**src/hdl/olid_pkg.sv**
```systemverilog
// olid_pkg: shared codes, port widths, defaults and the cell command bundle
// for the ordered list block; no dependencies
`default_nettype none

package olid_pkg;

    // default sizes
    localparam int DEF_CAPACITY   = 128;
    localparam int DEF_DATA_WIDTH = 32;

    // fixed port widths
    localparam int OP_W  = 3;
    localparam int POS_W = 7;
    localparam int DIN_W = 32;
    localparam int ST_W  = 3;
    localparam int LEN_W = 8;

    // operation codes
    localparam logic [OP_W-1:0] OP_APPEND = 3'd0;
    localparam logic [OP_W-1:0] OP_INSERT = 3'd1;
    localparam logic [OP_W-1:0] OP_DELETE = 3'd2;
    localparam logic [OP_W-1:0] OP_FIND   = 3'd3;
    localparam logic [OP_W-1:0] OP_READ   = 3'd4;
    localparam logic [OP_W-1:0] OP_WRITE  = 3'd5;
    localparam logic [OP_W-1:0] OP_CLEAR  = 3'd6;

    // status codes
    localparam logic [ST_W-1:0] ST_OK       = 3'd0;
    localparam logic [ST_W-1:0] ST_FULL     = 3'd1;
    localparam logic [ST_W-1:0] ST_BADPOS   = 3'd2;
    localparam logic [ST_W-1:0] ST_EMPTY    = 3'd3;
    localparam logic [ST_W-1:0] ST_NOTFOUND = 3'd4;

    // broadcast command from the controller to every cell
    typedef struct packed {
        logic append;
        logic insert;
        logic delete_at;
        logic write_at;
        logic find;
        logic read;
    } t_cell_cmd;

endpackage

`default_nettype wire

```
**src/hdl/olid_ctrl.sv**
```systemverilog
// olid_ctrl: request capture, status checks, element count, scan timing and
// result registers for the ordered list; uses olid_pkg
`default_nettype none

module olid_ctrl import olid_pkg::*; #(
    parameter int CAPACITY   = DEF_CAPACITY,
    parameter int DATA_WIDTH = DEF_DATA_WIDTH
) (
    input  wire logic                        i_clk,
    input  wire logic                        i_rst_n,
    input  wire logic                        i_start,
    input  wire logic [OP_W-1:0]             i_operation,
    input  wire logic [POS_W-1:0]            i_position,
    input  wire logic [DIN_W-1:0]            i_data_in,
    input  wire logic                        i_tail_hit,
    input  wire logic [$clog2(CAPACITY)-1:0] i_tail_fidx,
    input  wire logic [DATA_WIDTH-1:0]       i_tail_fdat,
    output t_cell_cmd                        o_cmd,
    output logic [((($clog2(CAPACITY+1)) > POS_W) ? $clog2(CAPACITY+1) : POS_W)-1:0] o_pos,
    output logic [((($clog2(CAPACITY+1)) > POS_W) ? $clog2(CAPACITY+1) : POS_W)-1:0] o_count,
    output logic [DATA_WIDTH-1:0]            o_key,
    output logic                             o_busy,
    output logic                             o_done,
    output logic [ST_W-1:0]                  o_status,
    output logic [POS_W-1:0]                 o_found_index,
    output logic [DIN_W-1:0]                 o_data_out,
    output logic [LEN_W-1:0]                 o_length,
    output logic                             o_empty_flag
);

    localparam int CW = $clog2(CAPACITY + 1);
    localparam int IW = $clog2(CAPACITY);
    localparam int EW = (CW > POS_W) ? CW : POS_W;
    localparam int XW = (DATA_WIDTH > DIN_W) ? DATA_WIDTH : DIN_W;
    localparam int FW = (IW > POS_W) ? IW : POS_W;
    localparam logic [CW-1:0] CAP_C     = CW'(CAPACITY);
    localparam logic [IW-1:0] SCAN_LAST = IW'(CAPACITY - 1);

    typedef enum logic [1:0] {
        S_IDLE,
        S_EXEC,
        S_SCAN
    } t_state;

    t_state                r_state, n_state;
    logic [OP_W-1:0]       r_op, n_op;
    logic [POS_W-1:0]      r_pos, n_pos;
    logic [DATA_WIDTH-1:0] r_key, n_key;
    logic [CW-1:0]         r_count, n_count;
    logic [IW-1:0]         r_scan, n_scan;
    logic                  r_done, n_done;
    logic [ST_W-1:0]       r_status, n_status;
    logic [POS_W-1:0]      r_fidx, n_fidx;
    logic [DIN_W-1:0]      r_dout, n_dout;
    logic [LEN_W-1:0]      r_len, n_len;
    logic                  r_empty, n_empty;

    logic [XW-1:0] key_x, dat_x;
    logic [FW-1:0] fidx_x;
    logic [EW-1:0] pos_e, cnt_e;
    logic          is_full, is_zero, pos_past, pos_out;

    assign key_x  = XW'(i_data_in);
    assign dat_x  = XW'(i_tail_fdat);
    assign fidx_x = FW'(i_tail_fidx);

    // checks against the current count
    assign pos_e    = EW'(r_pos);
    assign cnt_e    = EW'(r_count);
    assign is_full  = (r_count == CAP_C);
    assign is_zero  = (r_count == '0);
    assign pos_past = (pos_e > cnt_e);
    assign pos_out  = (pos_e >= cnt_e);

    // cell commands: list changes only in the execute cycle and only on success
    always_comb begin
        o_cmd           = '0;
        o_cmd.find      = (r_op == OP_FIND);
        o_cmd.read      = (r_op == OP_READ);
        if (r_state == S_EXEC) begin
            o_cmd.append    = (r_op == OP_APPEND) && !is_full;
            o_cmd.insert    = (r_op == OP_INSERT) && !is_full && !pos_past;
            o_cmd.delete_at = (r_op == OP_DELETE) && !pos_out;
            o_cmd.write_at  = (r_op == OP_WRITE) && !pos_out;
        end
    end

    // sequencing and results
    always_comb begin
        n_state  = r_state;
        n_op     = r_op;
        n_pos    = r_pos;
        n_key    = r_key;
        n_count  = r_count;
        n_scan   = r_scan;
        n_done   = 1'b0;
        n_status = r_status;
        n_fidx   = r_fidx;
        n_dout   = r_dout;
        n_len    = r_len;
        n_empty  = r_empty;
        case (r_state)
            S_IDLE: begin
                if (i_start) begin
                    n_op    = i_operation;
                    n_pos   = i_position;
                    n_key   = key_x[DATA_WIDTH-1:0];
                    n_state = S_EXEC;
                end
            end
            S_EXEC: begin
                n_status = ST_OK;
                n_fidx   = '0;
                n_dout   = '0;
                n_done   = 1'b1;
                n_state  = S_IDLE;
                case (r_op)
                    OP_APPEND: begin
                        if (is_full) begin
                            n_status = ST_FULL;
                        end else begin
                            n_count = r_count + 1'b1;
                        end
                    end
                    OP_INSERT: begin
                        if (is_full) begin
                            n_status = ST_FULL;
                        end else if (pos_past) begin
                            n_status = ST_BADPOS;
                        end else begin
                            n_count = r_count + 1'b1;
                        end
                    end
                    OP_DELETE: begin
                        if (is_zero) begin
                            n_status = ST_EMPTY;
                        end else if (pos_out) begin
                            n_status = ST_BADPOS;
                        end else begin
                            n_count = r_count - 1'b1;
                        end
                    end
                    OP_WRITE: begin
                        if (is_zero) begin
                            n_status = ST_EMPTY;
                        end else if (pos_out) begin
                            n_status = ST_BADPOS;
                        end
                    end
                    OP_READ: begin
                        if (is_zero) begin
                            n_status = ST_EMPTY;
                        end else if (pos_out) begin
                            n_status = ST_BADPOS;
                        end else begin
                            n_done  = 1'b0;
                            n_scan  = '0;
                            n_state = S_SCAN;
                        end
                    end
                    OP_FIND: begin
                        n_done  = 1'b0;
                        n_scan  = '0;
                        n_state = S_SCAN;
                    end
                    OP_CLEAR: begin
                        n_count = '0;
                    end
                    default: begin
                    end
                endcase
                n_len   = LEN_W'(n_count);
                n_empty = (n_count == '0);
            end
            S_SCAN: begin
                n_scan = r_scan + 1'b1;
                if (r_scan == SCAN_LAST) begin
                    n_done  = 1'b1;
                    n_state = S_IDLE;
                    if (r_op == OP_FIND) begin
                        n_status = i_tail_hit ? ST_OK : ST_NOTFOUND;
                        n_fidx   = i_tail_hit ? fidx_x[POS_W-1:0] : '0;
                        n_dout   = '0;
                    end else begin
                        n_status = ST_OK;
                        n_fidx   = '0;
                        n_dout   = dat_x[DIN_W-1:0];
                    end
                    n_len   = LEN_W'(n_count);
                    n_empty = (n_count == '0);
                end
            end
            default: begin
                n_state = S_IDLE;
            end
        endcase
    end

    // state and registered outputs
    always_ff @(posedge i_clk) begin
        r_op     <= n_op;
        r_pos    <= n_pos;
        r_key    <= n_key;
        r_scan   <= n_scan;
        r_status <= n_status;
        r_fidx   <= n_fidx;
        r_dout   <= n_dout;
        r_len    <= n_len;
        r_empty  <= n_empty;
        if (!i_rst_n) begin
            r_state <= S_IDLE;
            r_count <= '0;
            r_done  <= 1'b0;
        end else begin
            r_state <= n_state;
            r_count <= n_count;
            r_done  <= n_done;
        end
    end

    assign o_pos         = pos_e;
    assign o_count       = cnt_e;
    assign o_key         = r_key;
    assign o_busy        = (r_state != S_IDLE);
    assign o_done        = r_done;
    assign o_status      = r_status;
    assign o_found_index = r_fidx;
    assign o_data_out    = r_dout;
    assign o_length      = r_len;
    assign o_empty_flag  = r_empty;

endmodule

`default_nettype wire

```
**config.mk**
```make
export PLATFORM = sky130hd
export DESIGN_NAME = olid_ctrl
export DESIGN_NICKNAME = d
export VERILOG_FILES = /design/src/hdl/olid_pkg.sv /design/src/hdl/olid_ctrl.sv
export SDC_FILE = /design/constraint.sdc
export NUM_CORES = 1
export LEC_CHECK = 0
export BUFFER_PORTS_ARGS = -buffer_cell sky130_fd_sc_hd__buf_2
export CAP_MARGIN = 10
export CELL_PAD_IN_SITES_DETAIL_PLACEMENT = 0
export CELL_PAD_IN_SITES_GLOBAL_PLACEMENT = 1
export CORE_ASPECT_RATIO = 0.8
export CORE_MARGIN = 3
export CORE_UTILIZATION = 41
export DETAILED_ROUTE_END_ITERATION = 10
export GPL_TIMING_DRIVEN = 0
export PLACE_DENSITY = 0.93
export SETUP_SLACK_MARGIN = 0.2
export SLEW_MARGIN = 20
export SYNTH_ARGS = -nofsm -noshare
export SYNTH_HDL_FRONTEND = slang
export SYNTH_SLANG_ARGS = --single-unit
```
**constraint.sdc**
```tcl
create_clock -name i_clk -period 8.8 [get_ports i_clk]
set_input_delay 1.76 -clock i_clk [delete_from_list [all_inputs] [get_ports i_clk]]
set_output_delay 1.76 -clock i_clk [all_outputs]
set_load 0.005 [all_outputs]
```
# Yosys cells after proc, flatten, opt, wreduce, memory -nomap -nowiden
# Cells that the tools add are included.
[classes]
add_sub_neg = 3
n_lt_le_gt_ge = 2
eq_ne = 15
n_mux = 44
n_reduce_logical = 19
[ops]
columns = ["cell", "n"]
rows = [
  ["2-to-1 mux 32 bit", 2],
  ["one-hot mux 32 bit (2 select lines)", 1],
  ["2-to-1 mux 8 bit", 7],
  ["one-hot mux 7 bit (2 select lines)", 3],
  ["2-to-1 mux 7 bit", 5],
  ["one-hot mux 8 bit (4 select lines)", 1],
  ["zero test 8 bit", 2],
  ["2-to-1 mux 2 bit", 8],
  ["one-hot mux 8 bit (2 select lines)", 1],
  ["one-hot mux 2 bit (3 select lines)", 2],
  ["== test 3 bit (second input constant)", 3],
  ["2-to-1 mux 3 bit", 3],
  ["!= test 3 bit (second input constant)", 3],
  ["adder 8 x 1 -> 8 bit (second input constant)", 1],
  ["== test 8 bit (second input constant)", 1],
  [">= comparator 7 x 8 -> 1 bit", 1],
  ["greater-than comparator 7 x 8 -> 1 bit", 1],
  ["subtractor 8 x 1 -> 8 bit (second input constant)", 1],
  ["adder 7 x 1 -> 7 bit (second input constant)", 1],
  ["== test 7 bit (second input constant)", 1],
  ["== test 3 x 2 -> 1 bit (second input constant)", 2],
  ["one-hot mux 1 bit (2 select lines)", 3],
  ["one-hot mux 3 bit (2 select lines)", 1],
  ["AND reduction 2 bit", 3],
  ["14 further kinds", 26],
]
[word_totals]
ff_bits = 111
in_bits = 85
elab_cells = 95

# Longest topological paths before layout
[depth]
ltp_word = 7
mapped_depth = 12
ltp_nobuf = 10

# Worst setup path before layout
# No wires, ideal clock.
[synth_timing]
path_type = "register to register"
startpoint = "register r_state[0]"
endpoint = "register r_dout[0], in the netlist o_data_out[0], enable pin"
arrival_time_ns = 4.612
path_slack_ns = 3.658
stages_incl_launch_ff = 6
n_path_buf = 2
period_less_slack_ns = 5.142
cell_sequence = "dfxtp_1 > inv_1 > ha_1 > clkbuf_8 > clkbuf_1 > o21ai_0"
[synth_between]
elab_chain_len = 3
elab_cells_between_ends = 5
cone_classes = "3 x eq/ne; 2 x reduce/logical"
[synth_lines]
columns = ["item", "line_no", "rtl"]
rows = [
  ["from (decl)", "olid_ctrl.sv:45", "t_state r_state, n_state;"],
  ["from (signal assigned)", "olid_ctrl.sv:215", "r_state <= n_state;"],
  ["== test 2 bit or == test 2 x 1 -> 1 bit (tied branches)", "olid_ctrl.sv:102", "case (r_state)"],
  ["!= test 2 bit (no source line) or nonzero test 2 bit (tied branches)", "--", ""],
  ["AND reduction 2 bit (no source line) *", "--", ""],
  ["to (signal assigned)", "olid_ctrl.sv:207", "r_dout <= n_dout;"],
  ["to (decl)", "olid_ctrl.sv:54", "logic [DIN_W-1:0] r_dout, n_dout;"],
]
# Every way passes the cells marked *; elsewhere a longest branch is shown, timed or not.
# A chain may end at the register's enable or synchronous reset.

==> metrics <==
status completed; CTS tree yes; Seq/Total Area, Yosys 0.638; fin crit share 0.524; grt peak-use layer met2; Hold Fails Final Rpt 0; Die Ht 105 um; Fillers 992; hold slack 0.507 ns; WL final 13,100 um; Mapped Nets 484; global-route wire length before repair 20,900 um; flip-flop and latch count after synthesis 111; worst-margin pin slew 0.612 ns; ANT nets after route 0; Leak 2.76 nW; drt wl/cell 17.6 um; # DRC 0; cell count of the worst reg-to-reg path 10; GRT Util Overall 0.195; RD Place Congestion 0.910; Netlist cell types 65; Power Dens Cells 199 mW/mm^2; Core Area 0.0118 mm^2; Post-CTS Setup Bufs 0; vias in the first global route 4,124; CTS sink cnt 111; clk buf depth 2; Gate Count Post-Synth 384; io pins 192; yosys warns 0; IO Port Bufs 190; Initial Util 0.429; CP Class reg2out; num rows 35; post-layout min period 4.61 ns; Async SR Flop Fraction 0; f_max 0.217 GHz; multi-input logic area 0.00168 mm^2; Worst Setup SP o_count[1]; hpwl dp 9980 um; Die X 130 um; Nets 688; cts hold-fix bufs 0; met1 Track Usage GR 0.241; clk_skew 0.00739 ns; Post-synth EDFFs 100; pin count of the biggest net entering global routing 36; H-Tree Depth 3; initial drt markers 293; commonest non-fill, non-tap cell in the layout buf_2; most frequent cells in the layout buf_2 (191), edfxtp_1 (100), and2_1 (48); Skew-Pair Late Insertion Delay 0.35 ns; final global-route overflow total 0; leading post-synthesis cells by cell area edfxtp_1 (59%), and2_1 (6.1%), dfxtp_1 (4.4%); fin. max-slew vios 0; Req. time, crit path 7.04 ns; Post-CTS Resized 0; antenna cells 0; VDD IR max 0.114 mV; crit path to o_cmd[3]; antenna violations before repair 0; register area 0.00322 mm^2; RSZ-0062 raised after global routing false; syn_area_per_cell 13.2 um^2; Synth Flop Type edfxtp_1; CP startpoint kind flop; GR Layer Usage met2 0.313; Cell Area, Synth 0.00505 mm^2; Synth area leader edfxtp_1; worst relative slew slack 0.591; Max Cap Violations 0; reg2reg start o_count[1]; Setup-failing EPs final 0; Crit Path Max Fanout 10; worst hold path class reg2reg; Die Area 0.0137 mm^2; area share of the largest cell type after synthesis 0.595; DRT Pass-1 Iters 5; via count 3,882; share of cells above drive strength 1 0.406; Worst setup EP type output pin; Clock Tree Root clkbuf_16; slack of the worst reg-to-reg path 5.48 ns; CTS Buf Count 9; Arr. time, crit path 2.85 ns; M3 GR Usage 0.0790; vias per cell 5.24; area grow syn2layout 30.2%; Fin Setup TNS 0 ns; Worst-path clk slew 0.08 ns; RR Endpoint o_empty_flag
[report_power, final]
| part | total (mW) | switching [mW] | internal (mW) |
|---|---|---|---|
| Sequential | 0.652 | 0.0189 | 0.633 |
| Combinational | 0.251 | 0.146 | 0.105 |
| Clock | 0.402 | 0.201 | 0.201 |
| Total | 1.31 | 0.366 | 0.939 |
[how the worst min path moves through the flow]
| stage | start | end | slack, ns | depth (start not counted) |
|---|---|---|---|---|
| floorplan | r_state[1] | r_state[1] | 0.46 | 2 |
| global placement | r_state[1] | r_state[1] | 0.47 | 2 |
| detailed placement | r_state[1] | r_state[1] | 0.49 | 2 |
| CTS | r_state[1] | r_state[1] | 0.51 | 2 |
| global route | r_state[1] | r_state[1] | 0.56 | 2 |
| finish | r_state[1] | r_state[1] | 0.51 | 2 |
[stage by stage]
step	instance area (um^2)	util	worst slack, ns	power, mW	std cells
after floorplan	5050	-	3.66	0.801	384
after global placement	6190	0.525	2.03	0.901	722
after detailed placement	6270	0.533	4.63	0.913	725
after CTS	6570	0.558	4.24	1.32	741
after global routing	6570	0.558	3.97	1.37	741
final	6570	0.558	4.19	1.31	741
[sequential cells by signal (all words and copies together), names as in the netlist]
| name | flops |
|---|---|
| o_status | 3 |
| r_op | 3 |
| o_key | 32 |
| o_found_index | 7 |
| o_length | 8 |
| r_scan | 7 |
| o_empty_flag | 1 |
| o_data_out | 32 |
| r_state | 2 |
| o_done | 1 |
| r_pos | 7 |
| o_count | 8 |
[cells in the mapped netlist, drive strengths merged, types with 2 or more instances]
library cell  count
edfxtp          100
and2             50
nand2            25
o21ai            16
ha               15
nor2             14
a21oi            13
inv              13
nor3             12
dfxtp            11
clkbuf           10
nand3            10
nand4            10
buf               7
nor2b             7
and3              6
mux2i             6
nor4              4
o22ai             4
a31oi             3
nand2b            3
o21a              3
o31ai             3
or3               3
xnor2             3
a211o             2
a211oi            2
a31o              2
a41oi             2
and4              2
nor3b             2
o211a             2
o221ai            2
xor2              2
[cell type report]
type | count | share of cell area
Tap cell | 148 | 0.0282
Clock inverter | 7 | 0.0114
Sequential cell | 111 | 0.490
Timing Repair Buffer | 193 | 0.156
Clock buffer | 9 | 0.0343
Inverter | 13 | 0.00742
Multi-Input combinational cell | 243 | 0.256
Buffer | 17 | 0.0162
[per-layer routing]
layer / wire (um) / vias up
li1: - / 1845
met1: 5120 / 1818
met2: 6390 / 198
met3: 1320 / 21
met4: 245 / 0
met5: 0 / -
[critical path, stage by stage, from the launching register on]
cell and delay [ns]:
dfxtp_1 0.35, clkbuf_1 0.34, inv_1 0.24, ha_1 0.36
nor2b_1 0.14, o211ai_1 0.22, a31oi_2 0.30, nor4_1 0.36
buf_2 0.19
[logic make-up after synthesis]
| family | count (synthesis) | share of synthesized area |
|---|---|---|
| adders and majority gates | 15 | 0.0372 |
| DFF | 111 | 0.638 |
| AOI/OAI and AO/OA | 64 | 0.0959 |
| other | 1 | 0.000743 |
| muxes | 7 | 0.0141 |
| buffers and inverters | 30 | 0.0307 |
| xor gates and xnor gates | 5 | 0.00867 |
| and+or+nand+nor | 151 | 0.174 |
Power figures use the tool's default switching activity.
