## config.mk

```make
export PLATFORM = sky130hd
export DESIGN_NAME = olid_cell
export DESIGN_NICKNAME = d
export VERILOG_FILES = /design/src/hdl/olid_pkg.sv /design/src/hdl/olid_cell.sv
export SDC_FILE = /design/constraint.sdc
export NUM_CORES = 1
export LEC_CHECK = 0
export BUFFER_PORTS_ARGS = -buffer_cell sky130_fd_sc_hd__buf_2
export CAP_MARGIN = 5
export CELL_PAD_IN_SITES_DETAIL_PLACEMENT = 1
export CELL_PAD_IN_SITES_GLOBAL_PLACEMENT = 1
export CORE_MARGIN = 3
export CORE_UTILIZATION = 27
export DETAILED_ROUTE_END_ITERATION = 10
export GPL_TIMING_DRIVEN = 0
export PLACE_DENSITY = 0.81
export SLEW_MARGIN = 0
export SYNTH_ARGS = -nofsm -noshare
export SYNTH_HDL_FRONTEND = slang
export SYNTH_SLANG_ARGS = --single-unit
```

## constraint.sdc

```tcl
create_clock -name i_clk -period 2.55 [get_ports i_clk]
set_input_delay 0.51 -clock i_clk [delete_from_list [all_inputs] [get_ports i_clk]]
set_output_delay 0.51 -clock i_clk [all_outputs]
set_load 0.02 [all_outputs]
```

## src/hdl/olid_pkg.sv

```systemverilog
// olid_pkg: shared codes, port widths, defaults and the cell command bundle
// for the ordered list block; no dependencies
`default_nettype none

package olid_pkg;

    // default sizes
    localparam int DEF_CAPACITY   = 128;
    localparam int DEF_DATA_WIDTH = 32;

    // fixed port widths
    localparam int OP_W  = 3;
    localparam int POS_W = 7;
    localparam int DIN_W = 32;
    localparam int ST_W  = 3;
    localparam int LEN_W = 8;

    // operation codes
    localparam logic [OP_W-1:0] OP_APPEND = 3'd0;
    localparam logic [OP_W-1:0] OP_INSERT = 3'd1;
    localparam logic [OP_W-1:0] OP_DELETE = 3'd2;
    localparam logic [OP_W-1:0] OP_FIND   = 3'd3;
    localparam logic [OP_W-1:0] OP_READ   = 3'd4;
    localparam logic [OP_W-1:0] OP_WRITE  = 3'd5;
    localparam logic [OP_W-1:0] OP_CLEAR  = 3'd6;

    // status codes
    localparam logic [ST_W-1:0] ST_OK       = 3'd0;
    localparam logic [ST_W-1:0] ST_FULL     = 3'd1;
    localparam logic [ST_W-1:0] ST_BADPOS   = 3'd2;
    localparam logic [ST_W-1:0] ST_EMPTY    = 3'd3;
    localparam logic [ST_W-1:0] ST_NOTFOUND = 3'd4;

    // broadcast command from the controller to every cell
    typedef struct packed {
        logic append;
        logic insert;
        logic delete_at;
        logic write_at;
        logic find;
        logic read;
    } t_cell_cmd;

endpackage

`default_nettype wire

```

## src/hdl/olid_cell.sv

```systemverilog
// olid_cell: one list slot; holds an entry, shifts with its neighbors and
// passes the search result one slot further each cycle; uses olid_pkg
`default_nettype none

module olid_cell import olid_pkg::*; #(
    parameter int CAPACITY   = DEF_CAPACITY,
    parameter int DATA_WIDTH = DEF_DATA_WIDTH,
    parameter int IDX        = 0
) (
    input  wire logic                          i_clk,
    input  wire t_cell_cmd                     i_cmd,
    input  wire logic [((($clog2(CAPACITY+1)) > POS_W) ? $clog2(CAPACITY+1) : POS_W)-1:0] i_pos,
    input  wire logic [((($clog2(CAPACITY+1)) > POS_W) ? $clog2(CAPACITY+1) : POS_W)-1:0] i_count,
    input  wire logic [DATA_WIDTH-1:0]         i_key,
    input  wire logic [DATA_WIDTH-1:0]         i_left,
    input  wire logic [DATA_WIDTH-1:0]         i_right,
    input  wire logic                          i_hit,
    input  wire logic [$clog2(CAPACITY)-1:0]   i_fidx,
    input  wire logic [DATA_WIDTH-1:0]         i_fdat,
    output logic      [DATA_WIDTH-1:0]         o_entry,
    output logic                               o_hit,
    output logic      [$clog2(CAPACITY)-1:0]   o_fidx,
    output logic      [DATA_WIDTH-1:0]         o_fdat
);

    localparam int CW = $clog2(CAPACITY + 1);
    localparam int IW = $clog2(CAPACITY);
    localparam int EW = (CW > POS_W) ? CW : POS_W;
    localparam logic [EW:0]   MY  = (EW+1)'(IDX);
    localparam logic [EW:0]   MY1 = (EW+1)'(IDX + 1);
    localparam logic [IW-1:0] MY_IDX = IW'(IDX);

    logic [DATA_WIDTH-1:0] r_entry, n_entry;
    logic                  r_hit, n_hit;
    logic [IW-1:0]         r_fidx, n_fidx;
    logic [DATA_WIDTH-1:0] r_fdat, n_fdat;
    logic [EW:0]           pos_x, cnt_x;
    logic                  sel;

    assign pos_x = {1'b0, i_pos};
    assign cnt_x = {1'b0, i_count};

    // entry update: load, shift from a neighbor or hold
    always_comb begin
        n_entry = r_entry;
        if (i_cmd.append && MY == cnt_x) begin
            n_entry = i_key;
        end
        if (i_cmd.insert) begin
            if (MY == pos_x) begin
                n_entry = i_key;
            end else if (MY > pos_x && MY <= cnt_x) begin
                n_entry = i_left;
            end
        end
        if (i_cmd.delete_at && MY >= pos_x && MY1 < cnt_x) begin
            n_entry = i_right;
        end
        if (i_cmd.write_at && MY == pos_x) begin
            n_entry = i_key;
        end
    end

    // this slot answers a read at its index or a find that matches it
    assign sel = (i_cmd.read && MY == pos_x) ||
                 (i_cmd.find && MY < cnt_x && r_entry == i_key);

    // first hit from the head side wins and travels on unchanged
    always_comb begin
        if (i_hit) begin
            n_hit  = 1'b1;
            n_fidx = i_fidx;
            n_fdat = i_fdat;
        end else if (sel) begin
            n_hit  = 1'b1;
            n_fidx = MY_IDX;
            n_fdat = r_entry;
        end else begin
            n_hit  = 1'b0;
            n_fidx = '0;
            n_fdat = '0;
        end
    end

    always_ff @(posedge i_clk) begin
        r_entry <= n_entry;
        r_hit   <= n_hit;
        r_fidx  <= n_fidx;
        r_fdat  <= n_fdat;
    end

    assign o_entry = r_entry;
    assign o_hit   = r_hit;
    assign o_fidx  = r_fidx;
    assign o_fdat  = r_fdat;

endmodule

`default_nettype wire

```

After elaboration in Yosys (flattened, before gate mapping)
Index checks and enable logic that the tools add are counted.
{"block": "word_totals", "elab_cells": 30, "ff_bits": 72, "input_bits": 159, "output_inout_bits": 72}
{"block": "classes", "reduce_logical": 11, "n_mux": 9, "n_eq_ne": 1, "n_lt_le_gt_ge": 5}
{"operator": "32-bit two-way mux", "count": 8}
{"operator": "32-bit == test", "count": 1}
{"operator": "9-bit zero test", "count": 2}
{"operator": "1-bit by 8-bit < comparator with 1-bit output (first input constant)", "count": 2}
{"operator": "1-bit by 8-bit greater-or-equal comparator with 1-bit output (first input constant)", "count": 1}
{"operator": "1-bit by 8-bit > comparator with 1-bit output (first input constant)", "count": 1}
{"operator": "1-bit by 8-bit less-or-equal comparator with 1-bit output (first input constant)", "count": 1}
{"operator": "1-bit logical AND", "count": 8}
{"operator": "1-bit logical OR", "count": 1}
{"operator": "1-bit two-way mux", "count": 1}

Depth between registers and ports, before layout
Gate-level depths: netlist of run 1.
{"block": "depth", "ltp_word": 8, "depth_mapped": 6, "mapped_depth_nobuf": 5}

Worst setup path after synthesis of run 1
No wires, ideal clock.
{"block": "synth_path", "path_type": "in2reg", "startpoint": "input port i_key[9]", "endpoint": "register r_fdat[1] (netlist: o_fdat[1])", "path_stages": 6, "n_path_buf": 1, "required_time_ns": 2.491, "arrival_ns": 1.884, "setup_time_ns": 0.059, "slack_ns": 0.606, "cell_sequence": "xor2_1 nor4_2 nand4_1 o41ai_4 buf_6 a22o_1"}
{"block": "synth_via", "elab_chain_len": 5}
{"item": "start: declaration", "line": "olid_cell.sv:14", "source": "input wire logic [DATA_WIDTH-1:0] i_key,"}
{"item": "32-bit == test", "line": "olid_cell.sv:66", "source": "(i_cmd.find && MY < cnt_x && r_entry == i_key);"}
{"item": "1-bit logical AND", "line": "olid_cell.sv:66"}
{"item": "1-bit logical OR", "line": "olid_cell.sv:65", "source": "assign sel = (i_cmd.read && MY == pos_x) ||"}
{"item": "32-bit two-way mux", "line": "olid_cell.sv:74", "source": "end else if (sel) begin"}
{"item": "32-bit two-way mux", "line": "olid_cell.sv:70", "source": "if (i_hit) begin"}
{"item": "net n_fdat[1]", "line": "olid_cell.sv:36", "source": "logic [DATA_WIDTH-1:0] r_fdat, n_fdat;"}
{"item": "end signal: assignment", "line": "olid_cell.sv:89", "source": "r_fdat <= n_fdat;"}
{"item": "end: declaration", "line": "olid_cell.sv:36"}
The timed path passes the listed nets, and every way through them passes these cells.
A chain may end at the register's enable or synchronous reset.

Worst setup path in the final report of run 1
{"block": "layout_path", "startpoint": "register r_entry[25] (netlist: o_entry[25])", "endpoint": "register r_fdat[10] (netlist: o_fdat[10])"}
{"block": "layout_via", "elab_chain_len": 5}
{"item": "start: declaration", "line": "olid_cell.sv:33", "source": "logic [DATA_WIDTH-1:0] r_entry, n_entry;"}
{"item": "start signal: assignment", "line": "olid_cell.sv:86", "source": "r_entry <= n_entry;"}
{"item": "32-bit == test", "line": "olid_cell.sv:66"}
{"item": "1-bit logical AND", "line": "olid_cell.sv:66"}
{"item": "1-bit logical OR", "line": "olid_cell.sv:65"}
{"item": "32-bit two-way mux", "line": "olid_cell.sv:74"}
{"item": "32-bit two-way mux", "line": "olid_cell.sv:70"}
{"item": "net n_fdat[10]", "line": "olid_cell.sv:36"}
The timed path passes the listed nets, and every way through them passes these cells.

==> results of run 1 <==
==> per-stage QoR <==
step	total power, mW	hold slack, ns	instance area (µm²)	setup TNS, ns
after floorplan	1.65	0.619	2990	0
after global placement	1.92	0.519	4150	-2.08
after detailed placement	1.95	0.536	4150	-2.65
after CTS	2.73	0.365	4310	0
after global routing	2.84	0.368	4310	0
final	2.70	0.378	4310	0
==> worst max-delay path, cell delays in order, from the launching register on <==
cell	delay, ns
dfxtp_1	0.35
xor2_1	0.18
nor4_2	0.43
nand4_1	0.28
o41ai_4	0.64
buf_6	0.23
a22o_1	0.15
==> repair_timing <==
| action | CTS | global route |
|---|---|---|
| gates resized for setup | 0 | 1 |
| hold endpoints to repair | 0 | 0 |
| endpoints found under the setup margin | 0 | 3 |
==> cell usage after synthesis (all sizes together) <==
cell | instances | area share
nand4 | 3 | 0.0063
a21oi | 1 | 0.0017
buf | 10 | 0.026
nand2b | 4 | 0.0084
clkbuf | 6 | 0.0075
a22o | 32 | 0.094
mux2i | 32 | 0.11
nand4b | 1 | 0.0029
a31oi | 1 | 0.0021
o21ai | 33 | 0.056
o211ai | 1 | 0.0025
dfxtp | 72 | 0.48
o2111a | 1 | 0.0038
xor2 | 27 | 0.079
inv | 3 | 0.0038
xnor2 | 2 | 0.0059
nand3 | 2 | 0.0050
nor4 | 10 | 0.029
a222oi | 1 | 0.0033
and2 | 8 | 0.017
nand2 | 34 | 0.043
o41ai | 1 | 0.0092
nor3 | 3 | 0.0050
==> routing by layer <==
layer,up-vias,share of wire,GRT usage,routed length (µm)
met5,-,0,0,0
met4,0,0.017,0.0584,196
met3,19,0.076,0.0540,877
met2,141,0.50,0.320,5750
met1,1424,0.41,0.215,4760
li1,1450,-,-,-
==> cell type report <==
| type | count | area, µm² | area share |
|---|---|---|---|
| buffer | 16 | 98.8 | 0.0229 |
| timing repair buffer | 198 | 991 | 0.230 |
| clock buffer | 13 | 149 | 0.0345 |
| multi-input combinational | 197 | 1450 | 0.335 |
| tap | 136 | 170 | 0.0395 |
| inverter | 3 | 11.3 | 0.00261 |
| sequential | 72 | 1440 | 0.334 |
| clock inverter | 1 | 5.00 | 0.00116 |
==> how the worst max path moves through the flow <==
stage | from | end | slack [ns] | depth (start not counted)
floorplan | i_key[9] | o_fdat[1] | 0.61 | 6
global placement | i_pos[7] | o_entry[11] | -0.09 | 6
detailed placement | i_pos[7] | o_entry[21] | -0.10 | 6
CTS | o_entry[25] | o_fdat[10] | 0.21 | 6
global route | i_pos[7] | o_entry[11] | 0.02 | 6
finish | o_entry[25] | o_fdat[10] | 0.23 | 6
==> sequential cells by signal, summed over array words and instances (netlist names) <==
register,count
o_hit,1
o_entry,32
o_fdat,32
o_fidx,7
==> power by group through the flow <==
stage	clock, mW	combinational, mW	sequential, mW
finish	0.780	0.589	1.33
global route	0.855	0.640	1.35
CTS	0.799	0.596	1.33
detailed placement	0	0.595	1.36
global placement	0	0.576	1.35
floorplan	0	0.181	1.47
==> cell families (layout without fill, tap and decap cells) <==
family | Yosys count | in the layout
compound gates | 71 | 71
mux | 32 | 32
flops | 72 | 72
simple gates | 65 | 65
xor+xnor | 29 | 29
buf+inv | 19 | 231
==> out/qor.yml, run 1 <==
arrival_ns: 2.60
numCtsBuffers: 9
rsz0062_at_grt: "false"
firstDrtPassIters: 4
period_share: 0.908
hold_start: "i_fidx[5]"
drc: 0
synthCells: 288
drv_slew: 0
synth-warning-count: 0
clock_latency_ns: 0.34
reg2reg_to: "o_fdat[10]"
final_common_cell: "buf_2"
drt-total-wl_um: 11600
ir_worst_vdd_uv: 280
cts_hold_buffers: 0
start_util: 0.283
wl_per_cell_um: 18.2
via_count: 3034
dp.cells: 622
row_count: 37
syn-mean-instance-area_um2: 10.4
htree_num_levels: 3
synth_mux_area_frac: 0.107
relSlewSlack: 0.568
syn_nets: 447
endpoint_kind: "flop"
cts_tree: "yes"
clock-sinks: 72
yosysSeqAreaShare: 0.482
p_sw_mw: 0.847
r2r_slack_ns: 0.23
antenna_found_initial: 0
port_buffers: 198
drv_cap: 0
grt_pass1_vias: 3338
grt_util_all_layers: 0.183
final_core_util: 0.408
nFillCells: 1287
die-area_um2: 12400
required_ns: 2.83
min_path_cells: 2
hpwl_um: 9360
synth_compound_area_frac: 0.173
setup_slack_ns: 0.234
grt_pass1_wl_um: 17900
synthAdderAreaFrac: 0
clkPwrFrac: 0.289
synth_xor_area_frac: 0.0849
yosysUniqueCellTypes: 30
ys_ff_latch: 72
synth_top_family_by_area: "compound AO/OA/AOI/OAI gates"
synth_area_um2: 2990
cts_buffer_depth: 2
setup_viol: 0
p_sw_frac: 0.314
path_max_fanout: 10
finalHoldViolCount: 0
synthToLayoutAreaGrowth_pct: 44.2
fp.coreArea_um2: 10600
finalNonFillerCells: 636
p_leak_nw: 2.33
p_per_area_nw_per_um2: 626
r2r-start: "o_entry[25]"
die_h_um: 111
mostFrequentLayoutCells: "buf_2, dfxtp_1, nand2_1"
drive_gt1_frac: 0.454
gp_congestion: 0.802
post_cts_buffers: 0
grt-ovfl-total: 0
vias_per_cell: 4.77
final_nets: 656
tightest_slew_ns: 0.649
post-route-min-period_ns: 2.32
clk_pin_slew_worst_paths_ns: 0.07
sequentialPowerShare: 0.493
startpoint_type: "flop"
worstHoldEndpoint: "o_fidx[5]"
r2r_cells: 6
status: "finished clean"
dp_worst_setup_slack_ns: -0.101
die_x_um: 111
grt_max_degree: 11
path_class: "reg -> reg"
io-pin-count: 231
pwr-share-comb: 0.218
worstHoldPathType: "in -> reg"
drt_iter0_drc: 90
antenna_cells: 0
synth-simple-area-share: 0.116
clock-root-buffer: "clkbuf_8"
max_freq_ghz: 0.432
fin_skew_ns: 0.00946
intPower_mw: 1.85
ant_nets: 0
Power figures use the tool's default switching activity.
==> run 2: changes to the inputs <==
--- a/config.mk
+++ b/config.mk
@@ -5,6 +5,7 @@
 export SDC_FILE = /design/constraint.sdc
 export NUM_CORES = 1
 export LEC_CHECK = 0
+export ABC_AREA = 1
 export BUFFER_PORTS_ARGS = -buffer_cell sky130_fd_sc_hd__buf_2
 export CAP_MARGIN = 5
 export CELL_PAD_IN_SITES_DETAIL_PLACEMENT = 1
@@ -13,7 +14,7 @@
 export CORE_UTILIZATION = 27
 export DETAILED_ROUTE_END_ITERATION = 10
 export GPL_TIMING_DRIVEN = 0
-export PLACE_DENSITY = 0.81
+export PLACE_DENSITY = 0.83
 export SLEW_MARGIN = 0
 export SYNTH_ARGS = -nofsm -noshare
 export SYNTH_HDL_FRONTEND = slang
==> run 2 against run 1 <==
  * Synthesized cell count is 69% higher
  * Critical path depth is 7 higher
  * Final cell count is 33% higher
  * Via count is 29% higher
  * Sequential share of layout area is 3.2 points lower
  * Clock power is 47% higher
  * First-iteration DRC count is 74% higher
  * Combinational power is 46% higher
  * Total power is 26% higher
  * Setup slack better by 0.44 ns
  * Global-route usage is 0.76 points higher
  * Area after synthesis is 11% higher
  * Largest cell class unchanged
  * Largest power group unchanged
==> out/qor.yml, run 2 <==
post_cts_buffers: 0  # unchanged
syn-mean-instance-area_um2: 6.82  # -34%
clk_pin_slew_worst_paths_ns: 0.06  # about the same
drv_cap: 0  # unchanged
cts_tree: "yes"
arrival_ns: 2.16  # -0.44 ns
startpoint_type: "flop"
clock-root-buffer: "clkbuf_16"
die_x_um: 117  # +5.2%
dp_worst_setup_slack_ns: 0.409  # +0.510 ns
ys_ff_latch: 72  # unchanged
p_per_area_nw_per_um2: 716  # +14%
tightest_slew_ns: 0.689  # +0.0409 ns
setup_tns_ns: 0  # unchanged
synth_common_cells: "nand2_1, dfxtp_1, inv_1"
grt_util_all_layers: 0.191  # +0.00757
synth-edff-count: 0  # unchanged
clock_latency_ns: 0.33  # about the same
rsz0062_at_grt: "false"
ir_worst_vdd_uv: 253  # -9.7%
cts_hold_buffers: 0  # unchanged
path_max_fanout: 10  # unchanged
required_ns: 2.83  # about the same
worstHoldPathType: "in -> reg"
max_stage_delay_ns: 0.41  # -0.23 ns
wl_per_cell_um: 15.8  # -13%
ctsResizeCount: 0  # unchanged
status: "finished clean"
io-pin-count: 231  # unchanged
cpLargestDelayFamily: "simple AND/OR/NAND/NOR gates"
synth_most_common_cell: "nand2_1"
synthCells: 488  # +69%
yosysSeqAreaShare: 0.433  # -0.0491
final_common_cell: "buf_2"
async_flop_share: 0  # unchanged
cts_buffer_depth: 2  # unchanged
synth_area_um2: 3330  # +11%
antenna_found_initial: 1  # +1
setup_slack_ns: 0.671  # +0.437 ns
drt_iter0_drc: 157  # +74%
ant_nets: 0  # unchanged
port_buffers: 198  # unchanged
drv_slew: 0  # unchanged
synth_area_leader_cell: "dfxtp_1"
grt_pass1_vias: 4211  # +26%
synth_ff_type: "dfxtp_1"
critical_path.slowest_cell: "dfxtp_1"
via_count: 3906  # +29%
clock-sinks: 72  # unchanged
antenna_cells: 0  # unchanged
final_nets: 856  # +30%
fin_skew_ns: 0.0105  # +0.00103 ns
syn_nets: 647  # +45%
grt_pass1_wl_um: 20200  # +13%
post-route-min-period_ns: 1.88  # -0.437 ns
setup_viol: 0  # unchanged
finish.instance_area_um2: 4760  # +11%
vias_per_cell: 4.63  # -3.0%
die-area_um2: 13700  # +11%
grt_max_degree: 12  # +1
firstDrtPassIters: 4  # unchanged
drt-total-wl_um: 13400  # +15%
holdWs_ns: 0.365  # -0.0130 ns
drive_gt1_frac: 0.321  # -0.133
synth_area_leaders: "dfxtp_1, nand2_1, inv_1"
synthToLayoutAreaGrowth_pct: 43.1
path_buf_inv: 3  # +2
synth_top_area_share: 0.433  # -0.0491
row_count: 39  # +5.4%
grt-ovfl-total: 0  # unchanged
p_leak_nw: 2.76  # +19%
die_h_um: 117  # +5.2%
htree_num_levels: 3  # unchanged
hpwl_um: 10700  # +14%
endpoint_kind: "flop"
period_share: 0.737  # -0.172
worstPathCellList: "inv_1 > nand2_1 > nand2_1 > inv_1 > nand2_1 > nor2_1 > nand2_1 > nor2_1 > nand3_1 > nand2_1 > buf_2 > nand3_1 > nand2_1"
drc: 0  # unchanged
path_common_cell: "nand2_1"
max_freq_ghz: 0.532  # +23%
numCtsBuffers: 9  # unchanged
start_util: 0.284  # +0.000985
relSlewSlack: 0.540  # -0.0273
finalHoldViolCount: 0  # unchanged
mostFrequentLayoutCells: "buf_2, nand2_1, dfxtp_1"
yosysUniqueCellTypes: 21  # -30%
path_class: "reg -> reg"
fp.coreArea_um2: 11700  # +11%
power_mw: 3.41  # +26%
gp_congestion: 0.800  # -0.16%
placed_area_um2: 4500  # +8.4%
synth-warning-count: 0  # unchanged
## run 2: cell families after synthesis
group,Yosys count,share of synthesized area
buffers and inverters,78,0.101
flip-flops,72,0.433
AO/OA/AOI/OAI,59,0.0898
multiplexers,12,0.0361
AND/OR/NAND/NOR,256,0.312
XOR/XNOR,11,0.0289
## run 2: metrics by stage
| step | utilization | std cells |
|---|---|---|
| 3_3_place_gp | 0.384 | 829 |
| 5_1_grt | 0.407 | 844 |
| 2_1_floorplan | - | 488 |
| 3_5_place_dp | 0.384 | 829 |
| 6_report | 0.407 | 844 |
| 4_1_cts | 0.407 | 844 |
## run 2: path summary, 6_finish.rpt
| path | startpoint | end | slack, ns | depth (start not counted) |
|---|---|---|---|---|
| max | o_entry[27] | o_fdat[15] | 0.67 | 13 |
| min | i_fidx[0] | o_fidx[0] | 0.37 | 3 |
| max reg2reg | o_entry[27] | o_fdat[15] | 0.67 | 13 |
| min reg2reg | o_entry[25] | o_fdat[25] | 0.49 | 2 |
## run 2: final cells by class
type | count | area [µm²]
sequential | 72 | 1440
tap | 143 | 179
fill | 1561 | 6950
clock inverter | 3 | 18.8
timing repair buffer | 198 | 991
clock buffer | 12 | 246
inverter | 56 | 210
buffer | 22 | 125
multi-input combinational | 338 | 1550
## run 2: report_power, final
part           switching, mW  internal, mW
Sequential             0.129          1.27
Combinational          0.530         0.331
Clock                  0.469         0.678
## run 2: metal layers
metal / global-route usage / up-vias / routed length (µm)
li1: - / 1929 / -
met3: 0.0386 / 25 / 788
met5: 0 / - / 13
met1: 0.224 / 1806 / 5590
met2: 0.342 / 144 / 6650
met4: 0.0719 / 2 / 329
## run 2: tightest hold or removal path: cells and delay by family
kind                   cells  cell delay (ns)
buffers and inverters      2             0.11
and+or+nand+nor            1             0.04
==> run 3: changes to the inputs <==
==> constraint.sdc (replaced) <==
create_clock -name i_clk -period 1.91 [get_ports i_clk]
set_input_delay 0.382 -clock i_clk [delete_from_list [all_inputs] [get_ports i_clk]]
set_output_delay 0.382 -clock i_clk [all_outputs]
set_load 0.02 [all_outputs]
==> run 3 against run 2 <==
  * Maximum frequency increased by 13%
  * Sequential cell count unchanged
  * First-iteration DRC count increased by 7.6%
  * Combinational power increased by 34%
  * Via count increased by 0.31%
  * Global-route usage unchanged
  * Critical endpoint unchanged
==> out/qor.yml, run 3 (synthesis gave the netlist of run 2 again) <==
status: "finished clean"
endpoint_kind: "flop"
drt-total-wl_um: 13400  # about the same
clock_latency_ns: 0.33  # about the same
dp.cells: 829  # unchanged
numCtsBuffers: 9  # unchanged
fp.coreArea_um2: 11700  # unchanged
final_core_util: 0.409  # +0.00256
finish.instance_area_um2: 4790  # +0.63%
drv_slew: 0  # unchanged
firstDrtPassIters: 4  # unchanged
drt_iter0_drc: 169  # +7.6%
hpwl_um: 10700  # unchanged
die_x_um: 117  # unchanged
ant_nets: 0  # unchanged
drv_cap: 0  # unchanged
ir_worst_vdd_uv: 338  # +34%
startpoint_type: "flop"
p_per_area_nw_per_um2: 950  # +33%
fin_skew_ns: 0.00985  # -0.000627 ns
die-area_um2: 13700  # unchanged
cts_buffer_depth: 2  # unchanged
max_stage_delay_ns: 0.37  # -0.04 ns
die_h_um: 117  # unchanged
path_common_cell: "nand2_1"
grt-ovfl-total: 0  # unchanged
relSlewSlack: 0.539  # -0.00133
final_common_cell: "buf_2"
drc: 0  # unchanged
clk_pin_slew_worst_paths_ns: 0.06  # about the same
io-pin-count: 231  # unchanged
finalHoldViolCount: 0  # unchanged
worstPathCellList: "inv_1 > nand2_1 > nand2_1 > inv_1 > nand2_1 > nor2_1 > nand2_1 > nor2_1 > nand3_1 > nand2_2 > buf_6 > nand3_1 > nand2_1"
p_leak_nw: 2.77  # +0.23%
mostFrequentLayoutCells: "buf_2, nand2_1, dfxtp_1"
antenna_cells: 0  # unchanged
grt_util_all_layers: 0.191  # unchanged
wl_per_cell_um: 15.8  # -0.14%
start_util: 0.284  # unchanged
cts_hold_buffers: 0  # unchanged
via_count: 3918  # +0.31%
required_ns: 2.19  # -0.64 ns
row_count: 39  # unchanged
gp_congestion: 0.800  # unchanged
worstHoldPathType: "in -> reg"
period_share: 0.869  # +0.132
port_buffers: 198  # unchanged
placed_area_um2: 4500  # unchanged
antenna_found_initial: 1  # unchanged
arrival_ns: 1.94  # -0.22 ns
final_nets: 857  # +0.12%
vias_per_cell: 4.64  # +0.19%
grt_pass1_wl_um: 20200  # about the same
clock-sinks: 72  # unchanged
finalNonFillerCells: 845  # +0.12%
grt_pass1_vias: 4209  # -0.047%
max_freq_ghz: 0.602  # +13%
drive_gt1_frac: 0.325  # +0.00382
rsz0062_at_grt: "false"
post-route-min-period_ns: 1.66  # -0.219 ns
grt_max_degree: 12  # unchanged
path_max_fanout: 10  # unchanged
cts_tree: "yes"
path_class: "reg -> reg"
htree_num_levels: 3  # unchanged
clock-root-buffer: "clkbuf_16"
synthToLayoutAreaGrowth_pct: 44.0
setup_viol: 0  # unchanged
tightest_slew_ns: 0.691  # +0.00200 ns
nFillCells: 1557  # -0.26%
critical_path.slowest_cell: "dfxtp_1"
==> run 3: cell count changes in the layout (fill, tap and decap cells not counted) <==
cell and change:
buf_2 -3, buf_4 +1, buf_6 +3, dfxtp_1 -1
dfxtp_2 +1, nand2_1 -1, nand2_2 +1
==> run 3: area by class of cell <==
cell class	instances	area [µm²]	area share
repair buffers	199	998	0.208
multi-input cells	338	1560	0.324
well taps	143	179	0.0373
flip-flops and latches	72	1440	0.301
plain buffers	22	144	0.0300
inverters	56	210	0.0438
clock inverters	3	18.8	0.00391
clock buffers	12	246	0.0514
==> run 3: timing repair <==
action	4_1_cts	5_1_grt
gates cloned	0	0
pin swaps	0	1
hold endpoints to repair	0	0
setup buffers	0	1
gates resized for setup	1	9
setup endpoints to repair	8	30
==> run 3: worst paths after layout <==
kind,endpoint,cells past startpoint,slack (ns),start
worst max-delay path,o_fdat[15],13,0.25,o_entry[29]
worst min-delay path,o_fidx[0],3,0.24,i_fidx[0]
worst max register to register,o_fdat[15],13,0.25,o_entry[29]
worst min register to register,o_fdat[25],2,0.49,o_entry[25]
==> run 3: per-layer routing <==
metal	global-route usage	vias up	part of all wire
met2	0.341	140	0.50
met5	0	-	0.00097
met3	0.0386	23	0.061
met4	0.0719	2	0.021
li1	-	1932	-
met1	0.225	1821	0.42
==> run 3: stage by stage <==
stage	hold WS (ns)	setup TNS, ns	total power, mW	setup WS, ns
after floorplan	0.480	0	2.54	0.355
after global placement	0.474	-0.169	2.99	-0.0218
after detailed placement	0.489	-2.14	3.05	-0.103
after CTS	0.232	0	4.60	0.00510
after global routing	0.242	0	4.82	0.00320
final	0.240	0	4.55	0.250
==> run 3: critical path, delay by kind of cell, from the launching register on <==
family	cells	cell delay (ns)
flops	1	0.37
simple gates	10	0.91
buf+inv	3	0.32
==> run 3: where the power goes <==
part           internal (mW)  leakage [nW]  switching [mW]
Combinational          0.442          2.04           0.708
Clock                  0.906         0.132           0.626
Sequential              1.70         0.600           0.172
